**config.mk**
```make
export PLATFORM = sky130hd
export DESIGN_NAME = kst_find
export DESIGN_NICKNAME = d
export VERILOG_FILES = /design/src/design/kst_pkg.sv /design/src/design/kst_find.sv
export VERILOG_INCLUDE_DIRS = /design/src /design/src/design
export SDC_FILE = /design/constraint.sdc
export NUM_CORES = 1
export LEC_CHECK = 0
export BUFFER_PORTS_ARGS = -buffer_cell sky130_fd_sc_hd__buf_2
export CAP_MARGIN = 20
export CORE_UTILIZATION = 25
export CTS_CLUSTER_DIAMETER = 150
export CTS_CLUSTER_SIZE = 28
export DETAILED_ROUTE_END_ITERATION = 7
export SLEW_MARGIN = 20
export SYNTH_ARGS = -nofsm -noshare
export SYNTH_HDL_FRONTEND = slang
export SYNTH_SLANG_ARGS = --single-unit
```
**constraint.sdc**
```tcl
create_clock -name clk -period 3 [get_ports clk]
set_clock_uncertainty 0.15 [all_clocks]
set_input_delay 0.6 -clock clk [delete_from_list [all_inputs] [get_ports clk]]
set_output_delay 0.6 -clock clk [all_outputs]
set_load 0.01 [all_outputs]
```
**src/design/kruskal_spanning_tree_length_defines.svh**
```systemverilog
// Assertion helpers shared by the top module and the root finder.
// Both expect signals named clk and rst in the module that uses them.
`ifndef KRUSKAL_SPANNING_TREE_LENGTH_DEFINES_SVH
`define KRUSKAL_SPANNING_TREE_LENGTH_DEFINES_SVH

// Same-cycle implication.
`define KST_ASSERT_IMPL(name, ante, cons, msg) \
  name: assert property (@(posedge clk) disable iff (rst) (ante) |-> (cons)) else $error(msg);

// Next-cycle implication.
`define KST_ASSERT_NEXT(name, ante, cons, msg) \
  name: assert property (@(posedge clk) disable iff (rst) (ante) |=> (cons)) else $error(msg);

`endif

```
**src/design/kst_pkg.sv**
```systemverilog
`timescale 1ns / 1ps

package kst_pkg;

  localparam int KST_MAX_VERTICES = 1024;
  localparam int KST_EP_W  = 10;  // endpoint field width
  localparam int KST_WT_W  = 24;  // edge weight width
  localparam int KST_LEN_W = 32;  // running total width
  localparam int KST_NC_W  = 11;  // node_count register width

  localparam logic [KST_NC_W-1:0] KST_NC_RESET = 11'd1024;

  // status of the root finder, seen by the sequencer
  typedef struct packed {
    logic busy;
    logic done;
  } kst_find_stat_t;

endpackage

```
**src/design/kst_find.sv**
```systemverilog
`timescale 1ns / 1ps
`include "kruskal_spanning_tree_length_defines.svh"

module kst_find import kst_pkg::*; #(
  parameter int MAX_VERTICES = KST_MAX_VERTICES,
  localparam int VW = $clog2(MAX_VERTICES),
  localparam int RW = (VW + 1 > KST_EP_W) ? VW + 1 : KST_EP_W
) (
  input  logic                clk,
  input  logic                rst,
  input  logic                start,
  input  logic [KST_EP_W-1:0] vtx,
  output logic                rd_en,
  output logic [VW-1:0]       rd_addr,
  input  logic [VW-1:0]       rd_data,
  output logic [VW-1:0]       root,
  output kst_find_stat_t      stat
);

  localparam logic [1:0] F_IDLE = 2'd0;
  localparam logic [1:0] F_MOD  = 2'd1;
  localparam logic [1:0] F_WALK = 2'd2;

  localparam logic [RW-1:0] MAXR = RW'(MAX_VERTICES);

  logic [1:0]    fstate;
  logic [RW-1:0] r;
  logic [VW-1:0] v;

  // one hop per cycle: the registered read data addresses the next read
  always_comb begin
    rd_en   = 1'b0;
    rd_addr = r[VW-1:0];
    if (fstate == F_MOD && r < MAXR) begin
      rd_en = 1'b1;
    end
    if (fstate == F_WALK && rd_data != v) begin
      rd_en   = 1'b1;
      rd_addr = rd_data;
    end
  end

  assign root      = v;
  assign stat.busy = (fstate != F_IDLE);
  assign stat.done = (fstate == F_WALK) && (rd_data == v);

  always_ff @(posedge clk) begin
    if (rst) begin
      fstate <= F_IDLE;
    end else begin
      case (fstate)
        F_IDLE: begin
          if (start) begin
            r      <= RW'(vtx);
            fstate <= F_MOD;
          end
        end
        F_MOD: begin
          // index modulo the store depth, one subtract per cycle
          if (r >= MAXR) begin
            r <= r - MAXR;
          end else begin
            v      <= r[VW-1:0];
            fstate <= F_WALK;
          end
        end
        F_WALK: begin
          if (rd_data == v) begin
            fstate <= F_IDLE;
          end else begin
            v <= rd_data;
          end
        end
        default: fstate <= F_IDLE;
      endcase
    end
  end

  `KST_ASSERT_IMPL(a_start_idle, start, fstate == F_IDLE, "find started while busy")
  `KST_ASSERT_IMPL(a_rd_range, rd_en, RW'(rd_addr) < MAXR, "parent read out of range")
  `KST_ASSERT_NEXT(a_done_idle, stat.done, fstate == F_IDLE, "finder busy after root found")

endmodule
```
======== Word-level counts from Yosys, hierarchy flattened ========
Cells that the tools add are included.
storage, ports and cells
  register bits after elaboration ......... 23
  logic and storage cells ................. 39
  bits of input ports ..................... 23
  output and inout port bits .............. 23
cells by class
  reduce and logical (&&, ||, !) cells .... 10
  add/sub/neg operators ................... 1
  eq/ne operators ......................... 9
  bitwise logic cells ..................... 1
  magnitude comparators ................... 2
  muxes and demuxes ....................... 13
operators by type and width
  kind                                                    number
  2-to-1 mux 10 bit                                       3
  2-to-1 mux 11 bit                                       2
  case mux 11 bit (2 select lines)                        1
  case mux 10 bit (2 select lines)                        1
  >= comparator 11 bit (second input constant)            1
  less-than comparator 11 bit (second input constant)     1
  subtractor 11 bit (second input constant)               1
  equality test 10 bit                                    1
  inequality test 10 bit                                  1
  AND reduction 4 bit                                     2
  2-to-1 mux 2 bit                                        3
  inequality test 2 bit (second input constant)           3
  case mux 2 bit (3 select lines)                         1
  nonzero test 2 bit                                      3
  inequality test 2 x 1 -> 1 bit (second input constant)  2
  logical AND 1 bit                                       3
  AND reduction 3 bit                                     1
  equality test 2 x 1 -> 1 bit (second input constant)    1
  equality test 2 bit (second input constant)             1
  logical NOT 2 bit                                       1
  2-to-1 mux 1 bit                                        2
  NOT 1 bit                                               1

======== Depth between registers and ports, before layout ========
  depth in word-level cells ............... 4
  depth in mapped cells ................... 4
  gate-level depth less buffers ........... 4

======== Least setup slack after synthesis ========
Ideal clock, no wire load.
  path kind ............................... input -> output
  start ................................... input port rd_data[1]
  end ..................................... output port rd_addr[2]
  buffers on the path ..................... 0
  stages .................................. 4
  arrival time ............................ 1.732 ns
  slack ................................... 0.518 ns
  data required time ...................... 2.250 ns
  path through ............................ xnor2_1 -> nand4_2 -> o31ai_4 -> mux2_2
on the way
  word-level cells in the longest chain between the ends .. 3
RTL lines
  element                 RTL line        RTL
  from (decl)             kst_find.sv:15  input logic [VW-1:0] rd_data,
  inequality test 10 bit  kst_find.sv:37  if (fstate == F_WALK && rd_data != v) begin
  logical AND 1 bit       kst_find.sv:37
  2-to-1 mux 10 bit       kst_find.sv:37
  to (decl)               kst_find.sv:14  output logic [VW-1:0] rd_addr,
No other way between the ends.

======== Final worst setup path ========
  start ................................... register v[3], in the netlist root[3]
  end ..................................... output port rd_addr[6]
on the way
  word-level cells in the longest chain between the ends .. 3
RTL lines
  element                 RTL line        RTL
  from (decl)             kst_find.sv:28  logic [VW-1:0] v;
  from (signal assigned)  kst_find.sv:63  v <= r[VW-1:0];
  from (signal assigned)  kst_find.sv:71  v <= rd_data;
  inequality test 10 bit  kst_find.sv:37
  logical AND 1 bit       kst_find.sv:37
  2-to-1 mux 10 bit       kst_find.sv:37
No other way between the ends.

==> flow_summary.json <==
{
  "status": "finished with violations",
  "violations": "design-rule violations",
  "cts_root_buf": "clkbuf_8",
  "finalWirelength_um": 2690,
  "vdd_drop_max_mv": 0.177,
  "initial_antenna_violation_count": 0,
  "grt_start_max_net_pins": 13,
  "hp-class": "flop to flop",
  "cts-resized-gates": 0,
  "rsz0062_at_grt": "false",
  "worstPathRequired_ps": 2250,
  "io_buffers": 45,
  "critPathMaxFanout": 6,
  "number_of_buffers_on_the_longest_clock_path": 2,
  "cp.buffers_inverters": 2,
  "worst_setup_hold_path_clk_slew_ps": 80,
  "antenna_violating_nets_post_route": 0,
  "path_delay_family": "flip-flops",
  "drcViolationCount": 3,
  "die-width_um": 71.3,
  "syn_area_per_cell_um2": 11.5,
  "overflow": 0,
  "cts_made_buffers": 3,
  "max_slew_margin": 0.785,
  "timing_worst_slew_pin_value_ps": 322,
  "cellLeakagePower_uw": 0.000652,
  "mostFrequentLayoutCells": "buf_2 (45), nand2_1 (31), edfxtp_1 (21)",
  "layout.nets": 179,
  "holdBufCountCts": 0,
  "delay_contributed_by_the_slowest_stage_of_the_critical_path_ps": 410,
  "max_clock_freq_mhz": 361,
  "postCtsSetupRepairBufs": 0,
  "place_congestion": 0.831,
  "routed-via-count": 876,
  "clock_latency_ps": 270,
  "arrival_ps": 2020,
  "synthesis.area_um2": 1200,
  "layout-area-overhead-vs-synth_pct": 30.7,
  "maxCapViolations": 0,
  "cellPowerDensity_nw_per_um2": 452,
  "post_dp_cell_area_um2": 1520,
  "grt_pass1_vias": 830,
  "synthesis.nets": 127,
  "min_from": "r[2]",
  "ios": 46,
  "filler_cell_count": 479,
  "fin_tns_setup_ps": 0,
  "yosysSeqAreaShare": 0.559,
  "rows": 24,
  "floorplan.die_area_um2": 5080,
  "gr-usage-all-layers": 0.112,
  "num_antenna_cells": 0,
  "cts_sinks": 23,
  "final-hold-violation-count": 0,
  "placeableCoreArea_um2": 4470,
  "grt_first_pass_wirelength_um": 4240,
  "worstSetupStartpoint": "root[3]",
  "cp_cell_sequence": "xnor2_1, nand4_2, o31ai_4, buf_4, mux2_2, buf_2",
  "yosys.cell_types.count": 21,
  "rr_startpoint": "root[3]",
  "initial_utilization": 0.268,
  "post_drt_wl_per_cell_um": 13.0,
  "dp_hpwl_um": 2140,
  "syn-instance-count": 104,
  "slowest_library_cell_on_the_worst_path": "edfxtp_1",
  "timing.setup.critical_path_class": "flop to primary output",
  "ratio_of_cells_with_drive_above_1_in_the_final_layout": 0.452,
  "mostFrequentLayoutCell": "buf_2",
  "post-route-period-util": 0.923,
  "finalSetupViolCount": 0,
  "cts_tree": "built",
  "route.detailed.vias_per_inst": 4.23,
  "worst_setup_path_start_kind": "flop",
  "htree_levels": 1,
  "min_period_ps": 2770,
  "synthesis_warnings": 0,
  "critPathCaptureType": "primary output",
  "chipHeight_um": 71.3,
  "design_area_um2": 1570,
  "drtPass1Iterations": 7,
  "drt_iter0_markers": 59,
  "finalMaxSlewViolations": 0,
  "synth.ff_latch_count": 23
}
Yosys cell counts:
| cell | count | share of area |
|---|---|---|
| nand2_1 | 31 | 0.097 |
| edfxtp_1 | 21 | 0.53 |
| and2_1 | 10 | 0.052 |
| mux2_2 | 10 | 0.094 |
| xnor2_1 | 10 | 0.073 |
| clkbuf_1 | 3 | 0.0094 |
| dfxtp_1 | 2 | 0.033 |
| nand2b_1 | 2 | 0.010 |
| nor3_1 | 2 | 0.0083 |
| o21ba_2 | 2 | 0.017 |
| mux2i_1 | 1 | 0.0083 |
| nand4_1 | 1 | 0.0052 |
| nand4_2 | 1 | 0.010 |
| nor2_1 | 1 | 0.0031 |
| nor2b_1 | 1 | 0.0052 |
| nor4_1 | 1 | 0.0052 |
| nor4b_1 | 1 | 0.0073 |
| o21ai_0 | 1 | 0.0042 |
| o31a_2 | 1 | 0.0083 |
| o31ai_4 | 1 | 0.018 |
| or2_2 | 1 | 0.0052 |
per-layer routing:
metal  wire [µm]  vias to the layer above  track usage  part of all wire
li1            -                      464            -                 -
met2        1250                       28        0.164              0.46
met4          51                        0       0.0578             0.019
met1        1270                      379        0.156              0.47
met3         110                        5       0.0225             0.041
met5           0                        -            0                 0
report_power, final:
| group | total (µW) | internal (µW) | switching (µW) |
|---|---|---|---|
| clock network | 197 | 95.0 | 102 |
| logic | 128 | 63.1 | 64.7 |
| registers | 383 | 372 | 11.4 |
state kept, by name, indices dropped and copies added (netlist names):
signal  count
r          11
fstate      2
root       10
stage by stage:
stage	utilization	hold WS [ps]	total power, µW	instances	setup WS, ps
after global routing	0.350	420	737	207	126
final	0.350	404	708	207	230
after CTS	0.350	401	715	207	223
after detailed placement	0.340	380	521	203	234
after global placement	0.340	379	521	203	195
after floorplan	-	334	463	104	518
worst reg2reg max path, stage by stage, from the launching register on:
cell	delay, ps
edfxtp_1	410
xnor2_1	220
nand4_2	190
o31a_2	410
o21ba_2	330
logic make-up (layout without fill, tap and decap cells):
logic type / after synthesis / count (layout) / share of synthesized area
compound gates: 5 / 5 / 0.0469
xor+xnor: 10 / 10 / 0.0730
flops: 23 / 23 / 0.559
mux: 11 / 11 / 0.102
simple gates: 52 / 52 / 0.210
buf+inv: 3 / 54 / 0.00938
final timing paths:
| path | to | slack (ps) | cells after the start |
|---|---|---|---|
| max reg2reg | root[6] | 1020 | 4 |
| min | root[2] | 400 | 2 |
| min reg2reg | root[2] | 400 | 2 |
| max | rd_addr[6] | 230 | 6 |
final cells by class:
class	count	area, µm²	area share
Clock buffer	4	45.0	0.0287
Multi-Input combinational cell	78	524	0.334
Sequential cell	23	671	0.428
Tap cell	52	65.1	0.0415
Timing Repair Buffer	50	263	0.168
No activity file was read; power rests on OpenSTA's default activity.
